<file path="config.mk">
export PLATFORM = sky130hd
export DESIGN_NAME = ahdlc_receive_deframer_core
export DESIGN_NICKNAME = d
export VERILOG_FILES = /design/src/hdl/ahdlc_pkg.sv /design/src/hdl/ahdlc_step.sv /design/src/hdl/ahdlc_receive_deframer_core.sv
export SDC_FILE = /design/constraint.sdc
export NUM_CORES = 1
export LEC_CHECK = 0
export BUFFER_PORTS_ARGS = -buffer_cell sky130_fd_sc_hd__buf_4
export CORE_UTILIZATION = 40
export CTS_CLUSTER_DIAMETER = 60
export DETAILED_ROUTE_END_ITERATION = 12
export HOLD_SLACK_MARGIN = 0.03
export PLACE_DENSITY = 0.65
export SYNTH_ARGS = -nofsm -noshare
export SYNTH_HDL_FRONTEND = slang
export SYNTH_SLANG_ARGS = --single-unit
</file>
<file path="constraint.sdc">
create_clock -name clk -period 6.6 [get_ports clk]
set_clock_uncertainty 0.1 [all_clocks]
set_input_delay 1.32 -clock clk [delete_from_list [all_inputs] [get_ports clk]]
set_output_delay 1.32 -clock clk [all_outputs]
set_load 0.02 [all_outputs]
</file>
<file path="src/hdl/ahdlc_pkg.sv">
package ahdlc_pkg;

    localparam int MAX_FRAME_LEN = 256;
    localparam int CNT_W         = $clog2(MAX_FRAME_LEN + 1);
    localparam int LEN_W         = 9;
    localparam int TOTAL_W       = 16;

    localparam logic [7:0]  FLAG_BYTE = 8'h7e;
    localparam logic [7:0]  ESC_BYTE  = 8'h7d;
    localparam logic [7:0]  ESC_XOR   = 8'h20;
    localparam logic [7:0]  CTRL_LIM  = 8'h20;
    localparam logic [7:0]  ADDR_BYTE = 8'hff;
    localparam logic [7:0]  CTRL_BYTE = 8'h03;
    localparam logic [15:0] FCS_INIT  = 16'hffff;
    localparam logic [15:0] FCS_GOOD  = 16'hf0b8;
    localparam logic [15:0] FCS_POLY  = 16'h8408;

    typedef enum logic [1:0] {
        KIND_DATA = 2'd0,
        KIND_GOOD = 2'd1,
        KIND_CRC  = 2'd2,
        KIND_LONG = 2'd3
    } kind_t;

    typedef struct packed {
        logic                 esc;
        logic [CNT_W-1:0]     count;
        logic [15:0]          fcs;
        logic [7:0]           hb0;
        logic [7:0]           hb1;
        logic [1:0]           fill;
        logic [TOTAL_W-1:0]   crc_total;
        logic [TOTAL_W-1:0]   ovf_total;
    } frame_state_t;

    typedef struct packed {
        kind_t                kind;
        logic [7:0]           data;
        logic [LEN_W-1:0]     len;
        logic [TOTAL_W-1:0]   crc_total;
        logic [TOTAL_W-1:0]   ovf_total;
    } result_t;

    // One byte of the reflected FCS-16, bit by bit
    function automatic logic [15:0] fcs_update(input logic [15:0] fcs, input logic [7:0] b);
        logic [15:0] f;
        f = fcs ^ {8'h00, b};
        for (int i = 0; i < 8; i++) begin
            if (f[0])
                f = (f >> 1) ^ FCS_POLY;
            else
                f = f >> 1;
        end
        return f;
    endfunction

    // Clear per-frame state, keep the running totals
    function automatic frame_state_t frame_restart(input frame_state_t s);
        frame_state_t r;
        r       = s;
        r.esc   = 1'b0;
        r.count = '0;
        r.fcs   = FCS_INIT;
        r.hb0   = 8'h00;
        r.hb1   = 8'h00;
        r.fill  = 2'd0;
        return r;
    endfunction

endpackage

</file>
<file path="src/hdl/ahdlc_step.sv">
module ahdlc_step (
    input  ahdlc_pkg::frame_state_t state,
    input  logic [7:0]              byte_in,
    input  logic                    accept_ctrl,
    output ahdlc_pkg::frame_state_t state_next,
    output logic                    res_valid,
    output ahdlc_pkg::result_t      res
);

    logic [7:0]               c;
    logic                     go;
    ahdlc_pkg::kind_t         kind;
    logic [7:0]               data;
    logic [ahdlc_pkg::LEN_W-1:0] len;

    always_comb
    begin
        state_next = state;
        res_valid  = 1'b0;
        kind       = ahdlc_pkg::KIND_DATA;
        data       = 8'h00;
        len        = '0;
        c          = byte_in;
        go         = 1'b0;

        if (!(byte_in < ahdlc_pkg::CTRL_LIM && !accept_ctrl))
        begin
            if (state.esc)
            begin
                state_next.esc = 1'b0;
                if (byte_in == ahdlc_pkg::FLAG_BYTE)
                begin
                    // abort: drop the frame silently
                    state_next = ahdlc_pkg::frame_restart(state);
                end
                else
                begin
                    c  = byte_in ^ ahdlc_pkg::ESC_XOR;
                    go = 1'b1;
                end
            end
            else if (byte_in == ahdlc_pkg::FLAG_BYTE)
            begin
                state_next = ahdlc_pkg::frame_restart(state);
                if (state.fcs == ahdlc_pkg::FCS_GOOD)
                begin
                    res_valid = 1'b1;
                    kind      = ahdlc_pkg::KIND_GOOD;
                    if (state.count >= ahdlc_pkg::CNT_W'(2))
                        len = ahdlc_pkg::LEN_W'(state.count - ahdlc_pkg::CNT_W'(2));
                end
                else if (state.count > ahdlc_pkg::CNT_W'(3))
                begin
                    res_valid            = 1'b1;
                    kind                 = ahdlc_pkg::KIND_CRC;
                    state_next.crc_total = state.crc_total + ahdlc_pkg::TOTAL_W'(1);
                end
            end
            else if (byte_in == ahdlc_pkg::ESC_BYTE)
            begin
                state_next.esc = 1'b1;
            end
            else
            begin
                go = 1'b1;
            end

            if (go)
            begin
                if (state.count >= ahdlc_pkg::CNT_W'(ahdlc_pkg::MAX_FRAME_LEN))
                begin
                    state_next           = ahdlc_pkg::frame_restart(state);
                    state_next.ovf_total = state.ovf_total + ahdlc_pkg::TOTAL_W'(1);
                    res_valid            = 1'b1;
                    kind                 = ahdlc_pkg::KIND_LONG;
                end
                else
                begin
                    state_next.fcs = ahdlc_pkg::fcs_update(state.fcs, c);
                    // strip leading address and control bytes
                    if (!(state.count == '0 &&
                          (c == ahdlc_pkg::ADDR_BYTE || c == ahdlc_pkg::CTRL_BYTE)))
                    begin
                        state_next.count = state.count + ahdlc_pkg::CNT_W'(1);
                        if (state.fill < 2'd2)
                        begin
                            if (state.fill[0])
                                state_next.hb1 = c;
                            else
                                state_next.hb0 = c;
                            state_next.fill = state.fill + 2'd1;
                        end
                        else
                        begin
                            // advance the holdback and release its oldest byte
                            res_valid      = 1'b1;
                            kind           = ahdlc_pkg::KIND_DATA;
                            data           = state.hb0;
                            state_next.hb0 = state.hb1;
                            state_next.hb1 = c;
                        end
                    end
                end
            end
        end

        res.kind      = kind;
        res.data      = data;
        res.len       = len;
        res.crc_total = state_next.crc_total;
        res.ovf_total = state_next.ovf_total;
    end

endmodule

</file>
<file path="src/hdl/ahdlc_receive_deframer_core.sv">
// PPP async-HDLC receive deframer.
// Input channel: in_valid / in_stall with one raw line byte on rx_byte.
// Output channel: out_valid / out_stall with kind, data_byte, frame_length,
// crc_errors and overflow_errors; at most one output request per line byte.
// Configuration: cfg_valid / cfg_ready / cfg_data writes accept_control_chars;
// cfg_ready is always high, write only while the block is idle.
// Path: input register, then one pass of unescape, FCS-16 and holdback logic
// into the output register. Throughput: one byte per cycle while no waiting
// output is stalled, set by the single state update pass.
// Payload bytes leave two bytes late, so the FCS bytes are never shown; a
// closing flag gives a good-frame request, or a CRC-error request once more
// than three bytes were counted; an over-long frame gives a too-long request.
// Reset clears the frame state, both error totals and the configuration register.
// When out_stall holds a waiting output, an empty input register still takes one
// more byte; in_stall rises once a byte waits there blocked.
module ahdlc_receive_deframer_core (
    input  logic        clk,
    input  logic        rst_n,
    input  logic        in_valid,
    output logic        in_stall,
    input  logic [7:0]  rx_byte,
    output logic        out_valid,
    input  logic        out_stall,
    output logic [1:0]  kind,
    output logic [7:0]  data_byte,
    output logic [8:0]  frame_length,
    output logic [15:0] crc_errors,
    output logic [15:0] overflow_errors,
    input  logic        cfg_valid,
    output logic        cfg_ready,
    input  logic        cfg_data
);

    logic                    in_valid_reg;
    logic [7:0]              in_byte_reg;
    logic                    accept_ctrl_reg;
    ahdlc_pkg::frame_state_t state_reg;
    ahdlc_pkg::frame_state_t state_next;
    logic                    out_valid_reg;
    ahdlc_pkg::result_t      out_reg;
    logic                    res_valid;
    ahdlc_pkg::result_t      res;
    logic                    blocked;
    logic                    fire;

    ahdlc_step u_step (
        .state       (state_reg),
        .byte_in     (in_byte_reg),
        .accept_ctrl (accept_ctrl_reg),
        .state_next  (state_next),
        .res_valid   (res_valid),
        .res         (res)
    );

    assign blocked   = out_valid_reg && out_stall;
    assign fire      = in_valid_reg && !blocked;
    assign in_stall  = in_valid_reg && blocked;
    assign cfg_ready = 1'b1;

    always_ff @(posedge clk or negedge rst_n)
    begin
        if (!rst_n)
        begin
            in_valid_reg    <= 1'b0;
            out_valid_reg   <= 1'b0;
            accept_ctrl_reg <= 1'b0;
            state_reg       <= ahdlc_pkg::frame_restart('0);
        end
        else
        begin
            if (cfg_valid && cfg_ready)
                accept_ctrl_reg <= cfg_data;
            if (!in_stall)
                in_valid_reg <= in_valid;
            if (fire)
                state_reg <= state_next;
            if (!blocked)
                out_valid_reg <= fire && res_valid;
        end
    end

    always_ff @(posedge clk)
    begin
        if (!in_stall && in_valid)
            in_byte_reg <= rx_byte;
        if (!blocked && fire && res_valid)
            out_reg <= res;
    end

    assign out_valid       = out_valid_reg;
    assign kind            = out_reg.kind;
    assign data_byte       = out_reg.data;
    assign frame_length    = out_reg.len;
    assign crc_errors      = out_reg.crc_total;
    assign overflow_errors = out_reg.ovf_total;

endmodule

</file>
Word-level counts from Yosys, hierarchy flattened. Cells that the tools add are included.

Bits in registers: 138. Bits in latches: 0. Bits in writable memories: 0. Bits in read-only memories: 0. Bits of input ports: 14. Output and inout port bits: 54. Logic and storage cells: 138. Memories: 0.

Add/subtract/negate cells: 5. Multipliers: 0. Divide/modulo/power cells: 0. Magnitude comparators: 5. Equal/unequal tests: 5. Shift operators: 0. Muxes and demuxes: 72. Bitwise gates (word level): 15. Reduce and logical (&&, ||, !) cells: 19.

Operator list (count): two-way mux 16 bit (32); two-way mux 76 bit (2); two-way mux 75 bit (2); two-way mux 32 bit (2); two-way mux 43 bit (1); adder 16 x 1 -> 16 bit, second input constant (2); two-way mux 8 bit (3); inverter 2 -> 3 bit (8); two-way mux 18 bit (1); two-way mux 2 bit (9); two-way mux 1 bit (17); equality test 16 bit, second input constant (1); equality test 8 x 7 -> 1 bit, second input constant (2); XOR 16 x 8 -> 16 bit (1); two-way mux 6 bit (2); OR reduction 5 bit (2); adder 9 x 1 -> 9 bit, second input constant (1); greater-or-equal comparator 9 x 2 -> 1 bit, second input constant (1); greater-or-equal comparator 9 bit, second input constant (1); > comparator 9 x 2 -> 1 bit, second input constant (1); logical AND 1 bit (9); zero test 9 bit (1); two-way mux 9 bit (1); subtractor 9 x 2 -> 9 bit, second input constant (1); other kinds (11) (18).

Logic depth before layout (Yosys ltp). Gate-level depths: netlist of the first run.

Word-level depth: 45. Gate-level depth with buffers: 10. Depth with buffers taken out: 8.

By module. From an unflattened synthesis of the first run, not the netlist that was laid out.

Cell total of the unflattened synthesis: 637. Area, all modules: 7546.0 um^2.

Modules (own cells, without submodules): ahdlc_receive_deframer_core (instances 1, cells each 234, area each 4967.3 um^2, seq. area each 3768.6 um^2); ahdlc_step (instances 1, cells each 403, area each 2578.7 um^2, seq. area each 0.0 um^2).

Worst setup path after synthesis of the first run. Ideal clock, no wire load.

Kind: input-to-reg. From: input port out_stall. To: register out_reg, in the netlist crc_errors[0] (enable). Library setup time: 0.490 ns. Arrival time: 4.733 ns. Data required time: 6.010 ns. Slack: 1.277 ns. Stages: 4. Path through: a21boi_0 nand2_2 clkbuf_1 a31oi_1.

Word-level cells in the longest chain between the ends: 5.

RTL lines: start: declaration (line ahdlc_receive_deframer_core.sv:23) `input logic out_stall,`; logical AND 1 bit * (line ahdlc_receive_deframer_core.sv:55) `assign blocked = out_valid_reg && out_stall;`; zero test 1 bit * (line ahdlc_receive_deframer_core.sv:56, ahdlc_receive_deframer_core.sv:86); logical AND 1 bit (line ahdlc_receive_deframer_core.sv:56) `assign fire = in_valid_reg && !blocked;`; logical AND 1 bit * (2 in a row) (line ahdlc_receive_deframer_core.sv:86) `if (!blocked && fire && res_valid)`; end signal: assignment (line ahdlc_receive_deframer_core.sv:87) `out_reg <= res;`; end: declaration (line ahdlc_receive_deframer_core.sv:40) `ahdlc_pkg::result_t out_reg;`.

Every way passes the cells marked *; elsewhere a longest branch is shown, timed or not. A chain may end at the register's enable or synchronous reset.

Final worst setup path of the first run.
From: input port out_stall. To: register state_reg[39] (netlist name).

Word-level cells in the longest chain between the ends: 4.

RTL lines: logical AND 1 bit (line ahdlc_receive_deframer_core.sv:55); zero test 1 bit (line ahdlc_receive_deframer_core.sv:56); logical AND 1 bit (line ahdlc_receive_deframer_core.sv:56); AND reduction 2 bit (no source line); end signal: assignment (line ahdlc_receive_deframer_core.sv:67) `state_reg <= ahdlc_pkg::frame_restart('0);`; end signal: assignment (line ahdlc_receive_deframer_core.sv:76) `state_reg <= state_next;`; end: declaration (line ahdlc_receive_deframer_core.sv:37) `ahdlc_pkg::frame_state_t state_reg;`.

No other way between the ends.

==> reports/results.tsv, run 1 <==
stage	metric	value	unit
outcome	status	completed	
clock_network	Clock Tree Buf Depth	2	
worst_hold_path	type of the most critical hold path	reg2reg	
power	Max VDD drop	0.211	mV
clock_network	CTS buffer count	17	
final_layout	share of layout cells above drive strength 1	0.200	
sta	unrepaired setup endpoints after global routing	no	
clock_network	CTS tree	yes	
synthesis	Synth Register Bits	138	
clock_network	root buf cell	clkbuf_16	
routing	vias per cell	5.22	
floorplan	Die Ht	131	µm
routing	Pre-antenna DRT Iters	4	
place	dpl hpwl	9350	µm
floorplan	io pins	68	
sta	Tcrit/Tclk final	0.533	
sta	final setup violation count	0	
sta	fin crit period	3.51	ns
synthesis	Synth warnings	0	
sta	Worst slew margin	0.271	
sta	final worst setup slack	3.09	ns
routing	number of DRC markers in iteration 0	402	
global_routing	grt total ovfl	0	
synthesis	syn avg cell area	11.0	µm²
power	Tot Pwr	3.11	mW
final_layout	final core occ	0.492	
synthesis	sequential share of the synthesized area	0.568	
worst_setup_path	worst path required time	6.81	ns
floorplan	Initial Utilization	0.413	
routing	WL/cell	15.2	µm
final_layout	Largest register FFs	76	
floorplan	Core Footprint	0.0161	mm²
worst_setup_path	CP Class	in2reg	
synthesis	synth unique cells	55	
floorplan	Die Area	0.0171	mm²
global_routing	GRT Total Usage	0.170	
routing	vias post-DR	4652	
clock_network	CTS clk-pin slew, worst paths	0.05	ns
clock_network	Sink Count	138	
sta	setup_tns	0	ns
final_layout	Post-layout nets	684	
global_routing	first-pass GRT wire length	22200	µm
final_layout	Area Growth Syn to Fin	19.1	%
floorplan	die width	131	µm
final_layout	Diodes inserted	0	
clock_network	post-cts resize count	0	
clock_network	setup bufs post-CTS	0	
worst_setup_path	Worst R2R Setup Slack	3.15	ns
place	dpl cell area	0.00731	mm²
worst_setup_path	CP Max Fanout	21	
place	input/output buffers	66	
power	Pleak	3.20	nW
routing	number of remaining DRC errors	0	
clock_network	H-tree levels	4	
sta	minimum hold slack	0.388	ns
place	Inst Count DP	860	
synthesis	FFs w/ async S/R, synth	0.572	
clock_network	clock latency at the later pin of the worst-skew pair	0.42	ns
worst_setup_path	CP Data Arrival Time	3.72	ns
worst_setup_path	CP Capture Type	register	
global_routing	largest net degree at the start of global routing	80	
clock_network	Hold-fix buffers, CTS	0	
synthesis	syn_nets	626	
synthesis	Post-Syn Area	0.00664	mm²
final_layout	cell area after layout	0.00791	mm²
global_routing	vias in the first global route	4370	
synthesis	cell count after synthesis	605	
routing	WL final	13500	µm
sta	FMAX	285	MHz
worst_setup_path	Critical Path Source Type	input pin	
place	gp weighted congestion	0.845	
synthesis	EDFF count, synth	59	
place	dpl ws	2.67	ns
job	number of max-cap violations	0	
synthesis	main flop type after synthesis	dfrtp_1	
sta	Fin. Hold Viols	0	
routing	DRT antenna net count	0	
final_layout	non-filler instance count after layout	892	
sta	Worst Tran Pin Value	1.08	ns
sta	Slew Viols, Final	0	
power	PD cells	394	mW/mm²
global_routing	initial antenna violation count	0	
floorplan	row cnt	46	
final_layout	fill cell count	1428	
## synthesized netlist by cell type (all sizes together) (4+ instances only)
cell type / number / area (µm²)
a31oi: 8 / 50.1
nor2: 44 / 165
nand3: 24 / 120
and2: 10 / 62.6
nand2b: 5 / 31.3
xnor2: 60 / 526
mux2: 4 / 45.0
nand4: 9 / 56.3
buf: 11 / 56.3
a32o: 8 / 80.1
nor4: 11 / 68.8
or2: 6 / 37.5
dfrtp: 63 / 1580
nor3: 23 / 120
and3: 13 / 86.3
a22o: 8 / 70.1
clkbuf: 18 / 67.6
inv: 10 / 37.5
or3: 4 / 25.0
a21oi: 17 / 85.1
ha: 7 / 87.6
nand2: 77 / 292
o21ai: 23 / 115
edfxtp: 59 / 1770
dfstp: 16 / 420
xor2: 31 / 272
## kinds of logic after synthesis
kind of cell,share of synthesized area
muxes,0.00678
xor gates and xnor gates,0.120
buffers and inverters,0.0243
adders and majority gates,0.0132
other,0.000565
and+or+nand+nor,0.180
DFF,0.568
AOI/OAI and AO/OA,0.0871
## metal layers
metal  vias up  track usage  part of all wire
met5         -            0                 0
met4         0       0.0541            0.0098
met3        14       0.0485             0.047
met2       106        0.264              0.47
met1      2278        0.229              0.47
li1       2254            -                 -
## power breakdown
group	total (mW)	internal [mW]	switching, mW
registers	1.33	1.15	0.179
logic	0.829	0.374	0.454
clock network	0.954	0.601	0.353
total	3.11	2.13	0.986
## cell type report
type / count / area (µm²) / share of cell area
Tap cell: 216 / 270 / 0.0342
Sequential cell: 138 / 3770 / 0.477
Timing Repair Buffer: 68 / 510 / 0.0646
Clock buffer: 20 / 447 / 0.0565
Inverter: 10 / 37.5 / 0.00475
Multi-Input combinational cell: 428 / 2720 / 0.344
Clock inverter: 12 / 150 / 0.0190
## critical path, stage by stage
cell and delay, ns:
buf_4 0.12, a21boi_0 0.47, nand2_2 0.39, or2_2 0.58
or3_1 0.56, a22o_1 0.28
## placed cells by master (no fill, tap or decap), types with 5 or more instances in the layout
cell type / count
and2_1: 10
inv_1: 10
ha_1: 7
a32o_1: 8
nand2b_1: 5
o21ai_0: 23
nor3_1: 22
dfstp_2: 16
nor2_1: 44
a21oi_1: 17
and3_1: 12
buf_4: 68
nand4_1: 9
nand3_1: 24
xor2_1: 31
clkbuf_16: 17
nand2_1: 76
xnor2_1: 60
edfxtp_1: 59
a22o_1: 8
or2_2: 6
dfrtp_1: 63
nor4_1: 11
a31oi_1: 7
## path summary, 6_finish.rpt
kind | start | to | cells past startpoint
max in group asynchronous | rst_n | state_reg[49] | 1
worst max register to register | state_reg[74] | data_byte[6] | 7
worst max-delay path | out_stall | state_reg[39] | 6
worst min-delay path | state_reg[42] | state_reg[42] | 1
worst min register to register | state_reg[42] | state_reg[42] | 1
min in group asynchronous | rst_n | accept_ctrl_reg | 1
No activity file was read; power rests on OpenSTA's default activity.
==> run 2: changes to the inputs <==
--- a/config.mk
+++ b/config.mk
@@ -10,7 +10,7 @@
 export CTS_CLUSTER_DIAMETER = 60
 export DETAILED_ROUTE_END_ITERATION = 12
 export HOLD_SLACK_MARGIN = 0.03
-export PLACE_DENSITY = 0.65
+export PLACE_DENSITY = 0.67
 export SYNTH_ARGS = -nofsm -noshare
 export SYNTH_HDL_FRONTEND = slang
 export SYNTH_SLANG_ARGS = --single-unit
==> constraint.sdc (replaced) <==
create_clock -name clk -period 3.2 [get_ports clk]
set_clock_uncertainty 0.1 [all_clocks]
set_input_delay 0.64 -clock clk [delete_from_list [all_inputs] [get_ports clk]]
set_output_delay 0.64 -clock clk [all_outputs]
set_load 0.02 [all_outputs]
==> reports/results.tsv, run 2 (synthesis results as in run 1) <==
stage	metric	value	unit
sta	Worst slew margin	0.334	
floorplan	row cnt	46	
sta	Slew Viols, Final	0	
clock_network	Clock Tree Buf Depth	2	
sta	FMAX	351	MHz
routing	WL/cell	15.6	µm
clock_network	post-cts resize count	0	
worst_setup_path	worst path required time	3.41	ns
worst_setup_path	CP Capture Type	register	
sta	Fin. Hold Viols	0	
global_routing	GRT Total Usage	0.182	
worst_setup_path	CP Class	reg2reg	
routing	number of DRC markers in iteration 0	408	
final_layout	Diodes inserted	0	
routing	Pre-antenna DRT Iters	5	
worst_setup_path	Critical Path Source Type	register	
global_routing	initial antenna violation count	0	
floorplan	Die Ht	131	µm
global_routing	grt total ovfl	0	
worst_setup_path	Worst R2R Setup Slack	0.35	ns
floorplan	io pins	68	
final_layout	Largest register FFs	76	
routing	WL final	14100	µm
global_routing	first-pass GRT wire length	23700	µm
clock_network	H-tree levels	4	
clock_network	CTS tree	yes	
sta	Worst Tran Pin Value	0.990	ns
place	input/output buffers	66	
final_layout	most frequent cells in the layout	78 x buf_4, 76 x nand2_1, 63 x dfrtp_1, 60 x xnor2_1, 59 x edfxtp_1	
sta	fin crit period	2.85	ns
routing	number of remaining DRC errors	0	
final_layout	Post-layout nets	695	
floorplan	Initial Utilization	0.413	
floorplan	Die Area	0.0171	mm²
place	gp weighted congestion	0.857	
global_routing	vias in the first global route	4643	
power	PD cells	810	mW/mm²
clock_network	clock latency at the later pin of the worst-skew pair	0.42	ns
worst_hold_path	type of the most critical hold path	in2async	
clock_network	CTS clk-pin slew, worst paths	0.06	ns
worst_setup_path	CP Data Arrival Time	3.06	ns
clock_network	CTS buffer count	17	
power	Max VDD drop	0.375	mV
clock_network	root buf cell	clkbuf_16	
routing	DRT antenna net count	0	
routing	vias per cell	5.21	
final_layout	commonest non-fill, non-tap cell in the layout	buf_4	
outcome	status	completed	
job	number of max-cap violations	0	
worst_setup_path	Worst R2R Path Depth	6	
clock_network	Hold-fix buffers, CTS	0	
floorplan	die width	131	µm
worst_setup_path	CP Max Fanout	10	
sta	final setup violation count	0	
final_layout	final core occ	0.498	
sta	unrepaired setup endpoints after global routing	no	
power	Pleak	3.25	nW
clock_network	setup bufs post-CTS	0	
final_layout	share of layout cells above drive strength 1	0.208	
global_routing	largest net degree at the start of global routing	80	
place	dpl hpwl	10000	µm
sta	Tcrit/Tclk final	0.891	
clock_network	Sink Count	138	
floorplan	Core Footprint	0.0161	mm²
final_layout	Area Growth Syn to Fin	20.3	%
routing	vias post-DR	4706	
sta	setup_tns	0	ns
-- run 2: path summary, 6_finish.rpt --
| path | startpoint | to |
|---|---|---|
| max reg2reg | in_byte_reg[7] | state_reg[39] |
| max in group asynchronous | rst_n | in_valid_reg |
| min reg2reg | state_reg[42] | state_reg[42] |
| min | rst_n | state_reg[27] |
| min in group clk | rx_byte[1] | in_byte_reg[1] |
| max | in_byte_reg[7] | state_reg[39] |
-- run 2: stage by stage --
| stage | hold slack, ns | power [mW] | worst slack (ns) | cells | area [µm²] |
|---|---|---|---|---|---|
| 2_1_floorplan | 0.244 | 3.98 | 0.278 | 605 | 6650 |
| 3_3_place_gp | 0.373 | 4.51 | 0.371 | 871 | 7410 |
| 3_5_place_dp | 0.385 | 4.56 | 0.298 | 871 | 7410 |
| 4_1_cts | 0.281 | 6.52 | 0.284 | 903 | 7990 |
| 5_1_grt | 0.279 | 6.85 | 0.217 | 903 | 7990 |
| 6_report | 0.292 | 6.47 | 0.350 | 903 | 7990 |
-- run 2: power breakdown --
part | switching [mW] | internal [mW]
Clock | 0.688 | 1.24
Sequential | 0.376 | 2.38
Combinational | 0.990 | 0.807
-- run 2: final cells by class --
type	count	area, µm²
clock inverters	9	123
flip-flops and latches	138	3770
well taps	216	270
multi-input cells	428	2730
inverters	10	37.5
clock buffers	23	458
fillers	1422	8070
repair buffers	79	606
-- run 2: critical path: stages, from the launching register on --
cell and delay [ns]:
edfxtp_1 0.51, or4_1 0.77, nand2_2 0.30, nor3_2 0.07, and3_4 0.21, or3_1 0.49, a22o_1 0.28
-- run 2: metal layers --
| metal | routed length (µm) | vias to the layer above | track usage | share of wire |
|---|---|---|---|---|
| met5 | 0 | - | 0 | 0 |
| met4 | 228 | 0 | 0.0751 | 0.016 |
| met3 | 574 | 16 | 0.0399 | 0.041 |
| met2 | 6750 | 122 | 0.280 | 0.48 |
| met1 | 6510 | 2290 | 0.248 | 0.46 |
| li1 | - | 2278 | - | - |
==> run 3: changes to the inputs <==
--- a/config.mk
+++ b/config.mk
@@ -10,7 +10,7 @@
 export CTS_CLUSTER_DIAMETER = 60
 export DETAILED_ROUTE_END_ITERATION = 12
 export HOLD_SLACK_MARGIN = 0.03
-export PLACE_DENSITY = 0.67
+export PLACE_DENSITY = 0.65
 export SYNTH_ARGS = -nofsm -noshare
 export SYNTH_HDL_FRONTEND = slang
 export SYNTH_SLANG_ARGS = --single-unit
==> constraint.sdc (replaced) <==
create_clock -name clk -period 3.5 [get_ports clk]
set_clock_uncertainty 0.1 [all_clocks]
set_input_delay 0.7 -clock clk [delete_from_list [all_inputs] [get_ports clk]]
set_output_delay 0.7 -clock clk [all_outputs]
set_load 0.02 [all_outputs]
==> reports/results.tsv, run 3 (synthesis results as in run 1) <==
stage	metric	value	unit
outcome	status	completed	
clock_network	post-cts resize count	0	
worst_setup_path	Worst R2R Path Depth	5	
floorplan	Initial Utilization	0.413	
worst_setup_path	crit-path max cell delay	0.53	ns
floorplan	Die Area	0.0171	mm²
global_routing	vias in the first global route	4502	
place	dpl cell area	0.00738	mm²
sta	Tcrit/Tclk final	0.814	
worst_setup_path	WP depth	5	
worst_setup_path	CP Class	reg2reg	
worst_setup_path	CP delay by family, top	simple AND/OR/NAND/NOR gates	
worst_setup_path	CP Max Fanout	40	
clock_network	clock latency at the later pin of the worst-skew pair	0.42	ns
final_layout	share of layout cells above drive strength 1	0.212	
place	input/output buffers	66	
routing	vias per cell	5.24	
worst_setup_path	worst path required time	3.51	ns
floorplan	die width	131	µm
clock_network	CTS buffer count	17	
floorplan	Die Ht	131	µm
sta	Worst Tran Pin Value	1.03	ns
place	gp weighted congestion	0.875	
sta	Fin. Hold Viols	0	
global_routing	grt total ovfl	0	
worst_hold_path	Hold Path Depth	1	
final_layout	commonest non-fill, non-tap cell in the layout	nand2_1	
final_layout	Largest register FFs	76	
routing	WL/cell	15.2	µm
sta	Slew Viols, Final	0	
final_layout	cell area after layout	0.00794	mm²
routing	number of remaining DRC errors	0	
global_routing	largest net degree at the start of global routing	80	
routing	WL final	13700	µm
clock_network	Clock Tree Buf Depth	2	
clock_network	CTS tree	yes	
global_routing	initial antenna violation count	0	
clock_network	H-tree levels	4	
worst_setup_path	Slowest cell on crit path	nor4_1	
sta	final setup violation count	0	
sta	fin crit period	2.85	ns
final_layout	Post-layout nets	692	
global_routing	GRT Total Usage	0.172	
global_routing	first-pass GRT wire length	22400	µm
clock_network	CTS clk-pin slew, worst paths	0.06	ns
worst_setup_path	CP Data Arrival Time	2.86	ns
power	Tot Pwr	5.80	mW
routing	DRT antenna net count	0	
sta	setup_tns	0	ns
worst_setup_path	Buf+Inv Stages, Crit Path	1	
final_layout	most frequent cells in the layout	76 x nand2_1, 75 x buf_4, 63 x dfrtp_1, 60 x xnor2_1, 59 x edfxtp_1	
worst_setup_path	crit path cell chain	nand2b_1 > nor4_1 > a21bo_2 > a31oi_4 > buf_12	
final_layout	Diodes inserted	0	
sta	Worst slew margin	0.310	
clock_network	setup bufs post-CTS	0	
clock_network	root buf cell	clkbuf_16	
worst_setup_path	CP Capture Type	register	
routing	vias post-DR	4716	
power	Max VDD drop	0.345	mV
worst_setup_path	Critical Path Source Type	register	
routing	number of DRC markers in iteration 0	327	
clock_network	Hold-fix buffers, CTS	0	
final_layout	Area Growth Syn to Fin	19.6	%
sta	FMAX	351	MHz
clock_network	Sink Count	138	
sta	unrepaired setup endpoints after global routing	no	
floorplan	row cnt	46	
power	PD cells	730	mW/mm²
floorplan	Core Footprint	0.0161	mm²
power	Pleak	3.23	nW
place	dpl hpwl	9740	µm
worst_hold_path	type of the most critical hold path	in2reg	
routing	Pre-antenna DRT Iters	5	
job	number of max-cap violations	0	
floorplan	io pins	68	
[run 3: worst paths after layout]
check                                from             endpoint  slack [ns]
max                        in_byte_reg[0]  overflow_errors[15]        0.65
min                            rx_byte[3]       in_byte_reg[3]        0.36
max reg2reg                in_byte_reg[0]  overflow_errors[15]        0.65
min reg2reg                 state_reg[64]        state_reg[64]        0.38
max in group asynchronous           rst_n        state_reg[47]        2.28
min in group asynchronous           rst_n         in_valid_reg        0.37
[run 3: per-stage QoR]
stage                util  instances  hold slack, ns  setup slack, ns
floorplan               -        605           0.304            0.518
global placement    0.460        868           0.373            0.710
detailed placement  0.460        868           0.378            0.675
CTS                 0.495        900           0.341            0.658
global route        0.495        900           0.337            0.525
finish              0.495        900           0.356            0.651
[run 3: power by group]
part | switching (mW) | internal [mW]
combinational | 0.896 | 0.729
clock | 0.675 | 0.995
sequential | 0.332 | 2.17
[run 3: cell type report]
class	instances	area, µm²
multi-input combinational	428	2720
tap	216	270
timing repair buffer	76	583
clock inverter	14	120
inverter	10	37.5
sequential	138	3770
fill	1439	8120
clock buffer	18	439
[run 3: routing by layer]
metal	vias to the layer above	share of wire	GRT usage
li1	2260	-	-
met1	2322	0.45	0.224
met2	118	0.49	0.279
met3	16	0.040	0.0428
met4	0	0.014	0.0615
met5	-	0	0
